[src/sv/srbs_pkg.sv]
// ----------------------------------------------------------------------------
// srbs_pkg
// Shared constants, codes and types for the step rate synthesizer with
// backlash take-up.
// ----------------------------------------------------------------------------
package srbs_pkg;

  localparam int MAX_STEP_SIZE_DEF = 256;

  // 16e6 ticks per second times 256 for the Q24.8 rate
  localparam logic [31:0] PERIOD_NUM   = 32'd4096000000;
  // 130 s in 1/16 us
  localparam logic [30:0] PERIOD_LIMIT = 31'd2080000000;
  localparam logic [30:0] MAX_RATE_RST = 31'd256000;

  localparam logic [1:0] FUNC_SET_RATE = 2'd0;
  localparam logic [1:0] FUNC_TICK     = 2'd1;
  localparam logic [1:0] FUNC_BASELINE = 2'd2;

  localparam logic [1:0] REG_MAX_RATE        = 2'd0;
  localparam logic [1:0] REG_BACKLASH_RATE   = 2'd1;
  localparam logic [1:0] REG_BACKLASH_AMOUNT = 2'd2;

  typedef struct packed {
    logic [30:0] max_rate;
    logic [30:0] backlash_rate;
    logic [15:0] backlash_amount;
  } cfg_t;

  typedef struct packed {
    logic [31:0] motor_position;
    logic [31:0] target_position;
    logic [17:0] backlash_position;
    logic        in_backlash;
    logic [30:0] tick_period;
    logic [9:0]  step_increment;
    logic [31:0] feed_forward_rate;
    logic        period_changed;
  } result_t;

  typedef enum logic [3:0] {
    ST_IDLE,
    ST_PREP,
    ST_CMP,
    ST_SEARCH,
    ST_DIVIDE,
    ST_CHECK,
    ST_APPLY,
    ST_TICK_TGT,
    ST_TICK_CMP,
    ST_TICK_MOVE,
    ST_BASE,
    ST_DONE
  } state_t;

endpackage

[src/sv/srbs_cfg.sv]
// ----------------------------------------------------------------------------
// srbs_cfg
// APB register file: max rate, backlash rate and backlash amount.
// ----------------------------------------------------------------------------
module srbs_cfg (
  input  logic              clk,
  input  logic              rst,
  input  logic              psel,
  input  logic              penable,
  input  logic              pwrite,
  input  logic [3:0]        paddr,
  input  logic [31:0]       pwdata,
  output logic [31:0]       prdata,
  output logic              pready,
  output srbs_pkg::cfg_t    cfg
);
  import srbs_pkg::*;

  logic wr_en;

  assign pready = 1'b1;
  assign wr_en  = psel && penable && pwrite && pready;

  always_ff @(posedge clk) begin
    if (rst) begin
      cfg.max_rate        <= MAX_RATE_RST;
      cfg.backlash_rate   <= '0;
      cfg.backlash_amount <= '0;
    end else if (wr_en) begin
      unique case (paddr[3:2])
        REG_MAX_RATE:        cfg.max_rate        <= pwdata[30:0];
        REG_BACKLASH_RATE:   cfg.backlash_rate   <= pwdata[30:0];
        REG_BACKLASH_AMOUNT: cfg.backlash_amount <= pwdata[15:0];
        default: ;
      endcase
    end
  end

  always_comb begin
    unique case (paddr[3:2])
      REG_MAX_RATE:        prdata = {1'b0, cfg.max_rate};
      REG_BACKLASH_RATE:   prdata = {1'b0, cfg.backlash_rate};
      REG_BACKLASH_AMOUNT: prdata = {16'd0, cfg.backlash_amount};
      default:             prdata = '0;
    endcase
  end

endmodule

[src/sv/srbs_div.sv]
// ----------------------------------------------------------------------------
// srbs_div
// Bit-serial restoring divider: one quotient bit per cycle.
// ----------------------------------------------------------------------------
module srbs_div #(
  parameter int NUM_W = 40,
  parameter int DEN_W = 32
) (
  input  logic             clk,
  input  logic             rst,
  input  logic             start,
  input  logic [NUM_W-1:0] num,
  input  logic [DEN_W-1:0] den,
  output logic             done,
  output logic [NUM_W-1:0] quo,
  output logic [DEN_W-1:0] rem
);
  localparam int CNT_W = $clog2(NUM_W + 1);

  logic [NUM_W-1:0] sh;
  logic [DEN_W-1:0] part;
  logic [DEN_W-1:0] den_q;
  logic [CNT_W-1:0] cnt;
  logic             busy;
  logic [DEN_W:0]   trial;
  logic [DEN_W:0]   diff;
  logic             fits;

  // next dividend bit shifts into the partial remainder
  assign trial = {part, sh[NUM_W-1]};
  assign diff  = trial - {1'b0, den_q};
  assign fits  = trial >= {1'b0, den_q};
  assign quo   = sh;
  assign rem   = part;

  always_ff @(posedge clk) begin
    if (rst) begin
      busy <= 1'b0;
      cnt  <= '0;
      done <= 1'b0;
    end else begin
      done <= 1'b0;
      if (start) begin
        busy <= 1'b1;
        cnt  <= CNT_W'(NUM_W);
      end else if (busy) begin
        cnt <= cnt - CNT_W'(1);
        if (cnt == CNT_W'(1)) begin
          busy <= 1'b0;
          done <= 1'b1;
        end
      end
    end
  end

  always_ff @(posedge clk) begin
    if (start) begin
      sh    <= num;
      part  <= '0;
      den_q <= den;
    end else if (busy) begin
      part <= fits ? diff[DEN_W-1:0] : trial[DEN_W-1:0];
      sh   <= {sh[NUM_W-2:0], fits};
    end
  end

  a_start_loads: assert property (@(posedge clk) disable iff (rst)
    start |=> (busy && cnt == CNT_W'(NUM_W)))
    else $error("divider did not load on start");

  a_rem_below_den: assert property (@(posedge clk) disable iff (rst)
    done |-> (!busy && (den_q == '0 || part < den_q)))
    else $error("remainder not reduced at done");

  a_fall_done: assert property (@(posedge clk) disable iff (rst)
    $fell(busy) |-> done)
    else $error("divider stopped without done");

endmodule

[src/sv/srbs_ctrl.sv]
// ----------------------------------------------------------------------------
// srbs_ctrl
// Sequencer and axis state: rate setup with step size search and period
// division, tick handling with backlash take-up, baseline reset.
// ----------------------------------------------------------------------------
module srbs_ctrl #(
  parameter int MAX_STEP_SIZE = srbs_pkg::MAX_STEP_SIZE_DEF,
  parameter int NUM_W         = 40
) (
  input  logic              clk,
  input  logic              rst,
  input  logic              in_valid,
  output logic              in_ready,
  input  logic [1:0]        in_func,
  input  logic [31:0]       in_rate,
  input  logic              in_enabled,
  input  logic              in_sync,
  input  srbs_pkg::cfg_t    cfg,
  output logic              res_valid,
  input  logic              out_free,
  output srbs_pkg::result_t res,
  output logic              div_start,
  output logic [NUM_W-1:0]  div_num,
  output logic [31:0]       div_den,
  input  logic              div_done,
  input  logic [NUM_W-1:0]  div_quo,
  input  logic [31:0]       div_rem
);
  import srbs_pkg::*;

  localparam int K_MAX = $clog2(MAX_STEP_SIZE + 1) - 1;
  localparam int KW    = (K_MAX > 0) ? $clog2(K_MAX + 1) : 1;

  state_t state, state_next;

  // axis state
  logic [31:0] motor_pos;
  logic [31:0] target_pos;
  logic [17:0] backlash;
  logic        backlash_flag;
  logic [KW-1:0] step_k;
  logic [9:0]  signed_step;
  logic [31:0] current_rate;
  logic [30:0] period;
  logic [31:0] feed_fwd;
  logic        changed;

  // per-item working registers
  logic [31:0]      rate_q;
  logic             enabled_q;
  logic             sync_q;
  logic [31:0]      f_reg;
  logic             dir_neg;
  logic             dir_nz;
  logic [KW-1:0]    k_cnt;
  logic [NUM_W-1:0] cmp_reg;
  logic             tgt_lt;
  logic             mot_lt;

  logic             search_more;
  logic [31:0]      mag;
  logic             q_ok;
  logic             round_up;
  logic [30:0]      period_new;
  logic [8:0]       step_mag;
  logic [9:0]       step_ext;
  logic [9:0]       abs10;
  logic [8:0]       abs_step;
  logic [17:0]      amount18;
  logic [17:0]      b_dec;
  logic [17:0]      b_inc;

  assign search_more = (k_cnt < KW'(K_MAX)) && (NUM_W'(f_reg) >= cmp_reg);
  assign mag         = rate_q[31] ? (~rate_q + 32'd1) : rate_q;
  assign q_ok        = (div_quo < NUM_W'(PERIOD_LIMIT)) ||
                       ((div_quo == NUM_W'(PERIOD_LIMIT)) && (div_rem == '0));
  // round half up: remainder at least half the divisor
  assign round_up    = {div_rem, 1'b0} >= {1'b0, f_reg};
  assign period_new  = div_quo[30:0] + 31'(round_up);
  assign step_mag    = 9'd1 << step_k;
  assign step_ext    = {1'b0, step_mag};
  assign abs10       = signed_step[9] ? (~signed_step + 10'd1) : signed_step;
  assign abs_step    = abs10[8:0];
  assign amount18    = {2'b00, cfg.backlash_amount};
  assign b_dec       = backlash - {9'd0, abs_step};
  assign b_inc       = backlash + {9'd0, abs_step};

  assign div_num = NUM_W'(PERIOD_NUM) << k_cnt;
  assign div_den = f_reg;

  always_comb begin
    state_next = state;
    unique case (state)
      ST_IDLE: begin
        if (in_valid) begin
          unique case (in_func)
            FUNC_SET_RATE: state_next = ST_PREP;
            FUNC_TICK:     state_next = ST_TICK_TGT;
            FUNC_BASELINE: state_next = ST_BASE;
            default:       state_next = ST_DONE;
          endcase
        end
      end
      ST_PREP:      state_next = enabled_q ? ST_CMP : ST_DONE;
      ST_CMP:       state_next = (f_reg == current_rate) ? ST_APPLY : ST_SEARCH;
      ST_SEARCH: begin
        if (!search_more) state_next = (f_reg == '0) ? ST_APPLY : ST_DIVIDE;
      end
      ST_DIVIDE: begin
        if (div_done) state_next = ST_CHECK;
      end
      ST_CHECK:     state_next = ST_APPLY;
      ST_APPLY:     state_next = ST_DONE;
      ST_TICK_TGT:  state_next = ST_TICK_CMP;
      ST_TICK_CMP:  state_next = ST_TICK_MOVE;
      ST_TICK_MOVE: state_next = ST_DONE;
      ST_BASE:      state_next = ST_DONE;
      ST_DONE: begin
        if (out_free) state_next = ST_IDLE;
      end
      default:      state_next = ST_IDLE;
    endcase
  end

  always_comb begin
    in_ready  = (state == ST_IDLE);
    res_valid = (state == ST_DONE);
    div_start = (state == ST_SEARCH) && !search_more && (f_reg != '0);
  end

  always_ff @(posedge clk) begin
    if (rst) state <= ST_IDLE;
    else     state <= state_next;
  end

  always_ff @(posedge clk) begin
    if (rst) begin
      motor_pos     <= '0;
      target_pos    <= '0;
      backlash      <= '0;
      backlash_flag <= 1'b0;
      step_k        <= '0;
      signed_step   <= '0;
      current_rate  <= '0;
      period        <= '0;
      feed_fwd      <= '0;
      changed       <= 1'b0;
    end else begin
      unique case (state)
        ST_IDLE: begin
          if (in_valid) changed <= 1'b0;
        end
        ST_PREP: begin
          if (!enabled_q) begin
            feed_fwd <= '0;
            if (period != '0 || signed_step != '0) begin
              current_rate <= '0;
              period       <= '0;
              signed_step  <= '0;
              changed      <= 1'b1;
            end
          end
        end
        ST_SEARCH: begin
          if (!search_more) begin
            step_k  <= k_cnt;
            changed <= 1'b1;
            if (f_reg == '0) begin
              period       <= '0;
              current_rate <= '0;
            end
          end
        end
        ST_CHECK: begin
          if (q_ok) begin
            period       <= period_new;
            current_rate <= f_reg;
          end else begin
            period       <= '0;
            current_rate <= '0;
          end
        end
        ST_APPLY: begin
          if (!dir_nz)      signed_step <= '0;
          else if (dir_neg) signed_step <= ~step_ext + 10'd1;
          else              signed_step <= step_ext;
          if (!dir_nz || period == '0 || f_reg == '0) feed_fwd <= '0;
          else if (!dir_neg) feed_fwd <= f_reg[31] ? 32'h7FFF_FFFF : f_reg;
          else               feed_fwd <= ~f_reg + 32'd1;
        end
        ST_TICK_TGT: begin
          if (sync_q && !backlash_flag)
            target_pos <= target_pos + {{22{signed_step[9]}}, signed_step};
        end
        ST_TICK_MOVE: begin
          if (tgt_lt) begin
            if ($signed(backlash) > 18'sd0) begin
              backlash      <= b_dec;
              backlash_flag <= $signed(b_dec) > 18'sd0;
            end else begin
              motor_pos     <= motor_pos - {23'd0, abs_step};
              backlash_flag <= 1'b0;
            end
          end else if (mot_lt || backlash_flag) begin
            if ($signed(backlash) < $signed(amount18)) begin
              backlash      <= b_inc;
              backlash_flag <= $signed(b_inc) < $signed(amount18);
            end else begin
              motor_pos     <= motor_pos + {23'd0, abs_step};
              backlash_flag <= 1'b0;
            end
          end
        end
        ST_BASE: begin
          signed_step   <= '0;
          backlash_flag <= 1'b0;
          backlash      <= '0;
          current_rate  <= '0;
          period        <= '0;
          step_k        <= '0;
          feed_fwd      <= '0;
        end
        default: ;
      endcase
    end
  end

  always_ff @(posedge clk) begin
    unique case (state)
      ST_IDLE: begin
        if (in_valid) begin
          rate_q    <= in_rate;
          enabled_q <= in_enabled;
          sync_q    <= in_sync;
        end
      end
      ST_PREP: begin
        f_reg   <= backlash_flag ? {1'b0, cfg.backlash_rate} : mag;
        dir_neg <= rate_q[31];
        dir_nz  <= rate_q != '0;
      end
      ST_CMP: begin
        k_cnt   <= '0;
        cmp_reg <= NUM_W'(cfg.max_rate);
      end
      ST_SEARCH: begin
        if (search_more) begin
          k_cnt   <= k_cnt + KW'(1);
          cmp_reg <= cmp_reg << 1;
        end else if (f_reg == '0) begin
          dir_nz <= 1'b0;
        end
      end
      ST_CHECK: begin
        if (!q_ok) begin
          f_reg  <= '0;
          dir_nz <= 1'b0;
        end
      end
      ST_TICK_CMP: begin
        tgt_lt <= $signed(target_pos) < $signed(motor_pos);
        mot_lt <= $signed(motor_pos) < $signed(target_pos);
      end
      default: ;
    endcase
  end

  always_comb begin
    res.motor_position    = motor_pos;
    res.target_position   = target_pos;
    res.backlash_position = backlash;
    res.in_backlash       = backlash_flag;
    res.tick_period       = period;
    res.step_increment    = signed_step;
    res.feed_forward_rate = feed_fwd;
    res.period_changed    = changed;
  end

  a_hold_result: assert property (@(posedge clk) disable iff (rst)
    (state == ST_DONE && !out_free) |=> (state == ST_DONE && $stable(res)))
    else $error("result changed while output stalled");

  a_step_size: assert property (@(posedge clk) disable iff (rst)
    (state == ST_IDLE && signed_step != '0) |-> (abs10 == step_ext))
    else $error("per-tick step disagrees with step size");

  a_ff_sign: assert property (@(posedge clk) disable iff (rst)
    (state == ST_IDLE && feed_fwd != '0) |->
      (signed_step != '0 && feed_fwd[31] == signed_step[9]))
    else $error("feed-forward direction disagrees with step");

endmodule

[src/sv/step_rate_backlash_synthesizer_core.sv]
// ----------------------------------------------------------------------------
// step_rate_backlash_synthesizer_core
// Step rate synthesizer for one axis with backlash take-up.
//
//   channel  dir  signals                      content
//   s_       in   tvalid tready tdata tuser    func, rate and flags
//   m_       out  tvalid tready tdata          axis state after the item
//   apb      in   psel penable pwrite paddr..  max_rate, backlash_rate/amount
//
// A rate change runs the step size search and, for a nonzero rate, the
// bit-serial period divider; a same-rate set rate, a tick, a disabled set
// rate, a baseline and an unused code skip both.
// Reset is synchronous and clears the axis state; there is no clearing pass.
// A result waits in the output register while the next item is processed;
// the sequencer holds its next result until that register is free.
// ----------------------------------------------------------------------------
module step_rate_backlash_synthesizer_core #(
  parameter int MAX_STEP_SIZE = srbs_pkg::MAX_STEP_SIZE_DEF
) (
  input  logic         clk,
  input  logic         rst,
  input  logic         s_tvalid,
  output logic         s_tready,
  input  logic [39:0]  s_tdata,   // rate[31:0], motor_enabled[32], sync[33], zero pad
  input  logic [1:0]   s_tuser,   // func[1:0]
  output logic         m_tvalid,
  input  logic         m_tready,
  output logic [159:0] m_tdata,   // motor_position[31:0], target_position[63:32],
                                  // backlash_position[81:64], in_backlash[82],
                                  // tick_period[113:83], step_increment[123:114],
                                  // feed_forward_rate[155:124], period_changed[156],
                                  // zero pad
  input  logic         psel,
  input  logic         penable,
  input  logic         pwrite,
  input  logic [3:0]   paddr,
  input  logic [31:0]  pwdata,
  output logic [31:0]  prdata,
  output logic         pready
);
  import srbs_pkg::*;

  localparam int K_MAX = $clog2(MAX_STEP_SIZE + 1) - 1;
  localparam int NUM_W = 32 + K_MAX;

  cfg_t             cfg;
  result_t          res;
  logic             res_valid;
  logic             out_free;
  logic             div_start;
  logic [NUM_W-1:0] div_num;
  logic [31:0]      div_den;
  logic             div_done;
  logic [NUM_W-1:0] div_quo;
  logic [31:0]      div_rem;

  srbs_cfg u_cfg (
    .clk     (clk),
    .rst     (rst),
    .psel    (psel),
    .penable (penable),
    .pwrite  (pwrite),
    .paddr   (paddr),
    .pwdata  (pwdata),
    .prdata  (prdata),
    .pready  (pready),
    .cfg     (cfg)
  );

  srbs_div #(
    .NUM_W (NUM_W),
    .DEN_W (32)
  ) u_div (
    .clk   (clk),
    .rst   (rst),
    .start (div_start),
    .num   (div_num),
    .den   (div_den),
    .done  (div_done),
    .quo   (div_quo),
    .rem   (div_rem)
  );

  srbs_ctrl #(
    .MAX_STEP_SIZE (MAX_STEP_SIZE),
    .NUM_W         (NUM_W)
  ) u_ctrl (
    .clk        (clk),
    .rst        (rst),
    .in_valid   (s_tvalid),
    .in_ready   (s_tready),
    .in_func    (s_tuser),
    .in_rate    (s_tdata[31:0]),
    .in_enabled (s_tdata[32]),
    .in_sync    (s_tdata[33]),
    .cfg        (cfg),
    .res_valid  (res_valid),
    .out_free   (out_free),
    .res        (res),
    .div_start  (div_start),
    .div_num    (div_num),
    .div_den    (div_den),
    .div_done   (div_done),
    .div_quo    (div_quo),
    .div_rem    (div_rem)
  );

  assign out_free = !m_tvalid || m_tready;

  always_ff @(posedge clk) begin
    if (rst) begin
      m_tvalid <= 1'b0;
    end else if (res_valid && out_free) begin
      m_tvalid <= 1'b1;
    end else if (m_tready) begin
      m_tvalid <= 1'b0;
    end
  end

  always_ff @(posedge clk) begin
    if (res_valid && out_free) begin
      m_tdata <= {3'b000, res.period_changed, res.feed_forward_rate,
                  res.step_increment, res.tick_period, res.in_backlash,
                  res.backlash_position, res.target_position, res.motor_position};
    end
  end

endmodule

[config.mk]
export PLATFORM = sky130hd
export DESIGN_NAME = step_rate_backlash_synthesizer_core
export DESIGN_NICKNAME = d
export VERILOG_FILES = /design/src/sv/srbs_pkg.sv /design/src/sv/srbs_cfg.sv /design/src/sv/srbs_div.sv /design/src/sv/srbs_ctrl.sv /design/src/sv/step_rate_backlash_synthesizer_core.sv
export SDC_FILE = /design/constraint.sdc
export NUM_CORES = 2
export LEC_CHECK = 0
export BUFFER_PORTS_ARGS = -buffer_cell sky130_fd_sc_hd__buf_4
export CAP_MARGIN = 20
export CORE_MARGIN = 1.5
export CORE_UTILIZATION = 30
export DETAILED_ROUTE_END_ITERATION = 8
export GPL_ROUTABILITY_DRIVEN = 0
export PLACE_DENSITY = 0.47
export SETUP_SLACK_MARGIN = 0.3
export SLEW_MARGIN = 25
export SYNTH_ARGS = -nofsm -noshare
export SYNTH_HDL_FRONTEND = slang
export SYNTH_SLANG_ARGS = --single-unit
[constraint.sdc]
create_clock -name clk -period 10.93 [get_ports clk]
set_input_delay 1.093 -clock clk [delete_from_list [all_inputs] [get_ports clk]]
set_output_delay 1.093 -clock clk [all_outputs]
set_load 0.03 [all_outputs]
# Yosys cells after proc, flatten, opt, wreduce, memory -nomap -nowiden
# Index checks and enable logic that the tools add are counted.
# classes
n_eq_ne,32
bitwise,5
addsub,13
n_reduce_logical,58
shift,2
n_lt_le_gt_ge,11
n_mux,76
# ops
cell,n
32-bit two-way mux,15
31-bit two-way mux,6
32-bit case mux with 4 select lines,1
31-bit case mux with 4 select lines,1
40-bit two-way mux,3
32-bit case mux with 3 select lines,1
31-bit case mux with 3 select lines,1
40-bit case mux with 2 select lines,1
18-bit two-way mux,4
33-bit by 32-bit >= comparator with 1-bit output,2
"32-bit by 1-bit adder with 32-bit output, second input constant",2
32-bit zero test,2
32-bit less-than comparator,2
32-bit NOT,2
32-bit case mux with 2 select lines,1
32-bit nonzero test,2
"40-bit by 31-bit == test with 1-bit output, second input constant",1
32-bit by 40-bit >= comparator with 1-bit output,1
"40-bit by 31-bit less-than comparator with 1-bit output, second input constant",1
10-bit two-way mux,4
4-bit case mux with 10 select lines,1
"32-bit by 4-bit << shifter with 40-bit output, first input constant",1
"18-bit by 1-bit > comparator with 1-bit output, second input constant",2
18-bit by 17-bit less-than comparator with 1-bit output,2
other kinds (57),138
# word_totals
elab_cells,230
output_inout_bits,195
register_bits,659
inputBits,85

# Depth between registers and ports, before layout
# logic_depth
depth_word,9
mapped_depth,26
ltp_nobuf,25

# Cells and area by module
# A second synthesis with hierarchy kept.
# hier_totals
cells_unflattened,3917
hier_area_um2,37676.1
# modules_own_cells
module,area_each_um2,instances,cells_per_inst,seq_area_each_um2
srbs_ctrl,22723.0,1,2753,7367.1
srbs_div,6366.1,1,608,2962.8
step_rate_backlash_synthesizer_core,4795.8,1,166,4734.5
srbs_cfg,3791.1,1,390,1561.5

# Worst setup path before layout
# OpenSTA, ideal clock, no wires.
# synth_path
kind,input port to flip-flop
start,input m_tready
end,register m_tdata[0] (enable)
required_time_ns,10.237
setup_time_ns,0.693
arrival_time_ns,8.124
path_stages,2
n_path_buf,0
path_slack_ns,2.113
path_cell_list,nand2b_1 nor2b_1
# synth_via
elab_chain_len,2
# synth_lines
element,line,rtl
"start, declared",step_rate_backlash_synthesizer_core.sv:27,"input logic m_tready,"
1-bit logical OR,step_rate_backlash_synthesizer_core.sv:108,assign out_free = !m_tvalid || m_tready;
1-bit logical AND,step_rate_backlash_synthesizer_core.sv:121,if (res_valid && out_free) begin
"end signal, assigned",step_rate_backlash_synthesizer_core.sv:122,"m_tdata <= {3'b000, res.period_changed, res.feed_forward_rate,"
"end, declared",step_rate_backlash_synthesizer_core.sv:28,"output logic [159:0] m_tdata,"
# No other way between the ends.
# A chain may end at the register's enable or synchronous reset.

# Worst setup path after layout
# layout_path
start,register u_ctrl.signed_step[0]
end,register u_ctrl.backlash_flag
# layout_via
elab_chain_len,9
word_cells_on_any_way,12
cone_classes,3 x add/sub; 2 x order compare; 6 x mux; 1 x bitwise
# layout_lines
element,line,rtl
"start, declared",srbs_ctrl.sv:42,logic [9:0] signed_step;
"start signal, assigned",srbs_ctrl.sv:185,else if (dir_neg) signed_step <= ~step_ext + 10'd1;
"start signal, assigned",srbs_ctrl.sv:186,else signed_step <= step_ext;
9-bit NOT,srbs_ctrl.sv:82,assign abs10 = signed_step[9] ? (~signed_step + 10'd1) : signed_step;
9-bit by 1-bit adder with 9-bit output,srbs_ctrl.sv:82,
9-bit two-way mux *,srbs_ctrl.sv:82,
18-bit by 9-bit adder with 18-bit output,srbs_ctrl.sv:86,"assign b_inc = backlash + {9'd0, abs_step};"
18-bit by 17-bit less-than comparator with 1-bit output,srbs_ctrl.sv:207,backlash_flag <= $signed(b_inc) < $signed(amount18);
1-bit two-way mux,srbs_ctrl.sv:205,if ($signed(backlash) < $signed(amount18)) begin
1-bit two-way mux,srbs_ctrl.sv:204,end else if (mot_lt || backlash_flag) begin
1-bit two-way mux *,srbs_ctrl.sv:196,if (tgt_lt) begin
1-bit case mux with 2 select lines *,srbs_ctrl.sv:149,unique case (state)
"end signal, assigned",srbs_ctrl.sv:199,backlash_flag <= $signed(b_dec) > 18'sd0;
"end signal, assigned",srbs_ctrl.sv:207,
"end, declared",srbs_ctrl.sv:40,logic backlash_flag;
# Every way passes the cells marked *; elsewhere a longest branch is shown, timed or not. The select of a mux whose other input is x is not followed.

==> out/results.tsv <==
metric	value	unit
dieArea	123300	µm²
cts_tree	built	
power_leakage	16.90	nW
status	complete, no violations	
overflow	0	
antenna_found_initial	4	
drtAntennaViolNets	0	
ys_types	82	
num_vias	29033	
sw_frac_of_total	39.30	%
synth_cells	3838	
drive_gt1_share	11.95	%
fillers	12450	
hold_viol	0	
synth_edf_count	343	
fin_skew	0.02696	ns
crit_path_start_kind	register	
most-common-layout-cells	nand2_1 (483), edfxtp_1 (343), buf_4 (316)	
num_rows	127	
synth_top_area_share	28.32	%
ys_async_sr_fraction	0	%
worstPathMaxFanout	10	
rsz0062_at_grt	no	
start_util	30.27	%
dp_cells	5562	
critical_path.startpoint	u_ctrl.signed_step[0]	
drv_cap	0	
final_common_cell	nand2_1	
final_cells	5713	
wl	118500	µm
min-delay-path-class	register to register	
dp_hpwl	86020	µm
synthFlopType	edfxtp_1	
placed_cell_area	40120	µm²
cts_hold_buf	0	
place.port_buffers	265	
nets	4378	
seqPwrFrac	33.6	%
p_clk_share	25.8	%
syn_area_per_cell	9.475	µm²
ir_worst_vdd	0.1555	mV
top_regs	m_tdata: 157 flops, u_cfg.cfg: 78 flops	
syn_area	36360	µm²
required	11.47	ns
fp.dieH	351.2	µm
p_sw	4.121	mW
worstSetupPathType	register to register	
coreArea	120100	µm²
rr_startpoint	u_ctrl.signed_step[0]	
grt_pass1_vias	27674	
syn_to_final_growth	17.65	%
htree_levels	3	
power.internal	6.366	mW
clkLatencyLatePin	0.66	ns
tns	0	ns
drcViolationCount	0	
cts.path.max_buffers	3	
ys_ff_latch	659	
power_density	245.1	nW/µm²
largest_register_ff_count	157	
crit_path_end_kind	register	
cts_root_buf	clkbuf_16	
final_max_slew_viol_count	0	
hold_path_startpoint	u_ctrl.feed_fwd[27]	
cts_buffers	81	
fin_crit_sh	54.96	%
grt_max_degree	150	
fmax	166.5	MHz
dr.first_iter.drc_count	2209	
avgRoutedWirePerCell	20.74	µm
regMostFlops	m_tdata	
post_cts_resized	0	
clk_pin_slew	0.06	ns
globalRouteTotalUtil	18.94	%
worstMarginPinSlew	0.9439	ns
cts.sinks	659	
p_comb_share	40.6	%
cts_setup_buffers	0	
stdcell_area	42780	µm²
fp.dieW	351.2	µm
arrival	6.54	ns
synthTopCellsByArea	edfxtp_1 (28%), dfxtp_1 (17%), ha_1 (8.8%)	
finalSetupViolCount	0	
relSlewSlack	36.86	%
viasPerCell	5.082	
dr.pass1.iters	5	
yosysSeqAreaShare	45.72	%
post-route-min-period	6.007	ns
synth_top_area_cell	edfxtp_1	
grt_pass1_wl	178200	µm
yosysWarnings	0	
ioPinCount	280	
-- metal layers --
metal	routed length [µm]	part of all wire, %	up-vias	global-route usage, %
li1	-	-	14319	-
met3	5247	4.4	129	2.427
met5	26	0.022	-	0
met4	2194	1.9	4	4.565
met2	56440	48	634	31.82
met1	54570	46	13947	25.71
-- worst max-delay path, stage by stage (launching register included) --
cell and delay (ns):
dfxtp_1 0.45, inv_1 0.15, ha_1 0.17, inv_1 0.06, or3_1 0.36, or3_1 0.34
nand2_1 0.10, xor2_1 0.75, inv_1 0.12, ha_1 0.47, inv_1 0.18, o41ai_2 0.67
nand3_1 0.25, xnor2_1 0.19, ha_1 0.31, a21oi_1 0.14, nor2b_1 0.05, o21ai_0 0.14
nand2b_1 0.07, a21oi_1 0.15, nor2b_1 0.06, o41ai_1 0.41, nand4_1 0.15, o311ai_0 0.12
-- through the flow --
stage	utilization (%)	worst slack, ns	power, mW	hold WS [ns]
finish	35.61	4.923	10.49	0.4161
global route	35.61	4.293	11.20	0.4353
CTS	35.60	4.606	10.60	0.4269
detailed placement	33.39	4.628	7.826	0.4152
global placement	33.39	4.676	7.818	0.4137
floorplan	-	2.113	6.553	0.4081
-- Yosys cell counts (all sizes together), types with 28 or more instances --
cell    number
a211oi      35
a21o        77
a21oi      311
a22o        95
and2        36
clkbuf     188
dfxtp      316
edfxtp     343
ha         255
inv        207
mux2i       83
nand2      484
nand2b      35
nand3       69
nand4       49
nor2       251
nor2b       28
nor3        60
nor4        52
o21a        40
o21ai      230
o31ai       29
xnor2      113
xor2        96
-- logic make-up (layout without fill, tap and decap cells) --
| group | after synthesis | after routing | share of synthesized area [%] |
|---|---|---|---|
| simple gates | 1179 | 1179 | 15.17 |
| flops | 659 | 659 | 45.72 |
| compound gates | 1019 | 1019 | 18.08 |
| mux | 91 | 91 | 2.532 |
| fa+ha+maj | 260 | 260 | 9.049 |
| buf+inv | 419 | 678 | 4.394 |
| xor+xnor | 209 | 209 | 5.034 |
| other cells | 2 | 6 | 0.02065 |
-- path summary, 6_finish.rpt --
check / to / slack (ns) / cells past startpoint
max: u_ctrl.backlash_flag / 4.92 / 23
min: m_tdata[151] / 0.42 / 0
max reg2reg: u_ctrl.backlash_flag / 4.92 / 23
min reg2reg: m_tdata[151] / 0.42 / 0
-- power by group through the flow --
stage / Combinational (mW) / Clock, mW / Sequential [mW]
4_1_cts: 4.28 / 2.79 / 3.52
6_report: 4.26 / 2.71 / 3.52
3_3_place_gp: 4.24 / 0 / 3.57
5_1_grt: 4.74 / 2.89 / 3.57
2_1_floorplan: 3.15 / 0 / 3.40
3_5_place_dp: 4.25 / 0 / 3.57
-- final cells by class --
class	count	area, µm²	area share, %
multi-input cells	2763	18280	42.72
clock buffers	108	2262	5.287
inverters	209	784.5	1.834
flip-flops and latches	659	16630	38.87
well taps	1612	2017	4.714
repair buffers	319	2424	5.665
clock inverters	42	390.4	0.9124
diodes	1	2.502	0.005849
(Power assumes the default switching activity.)
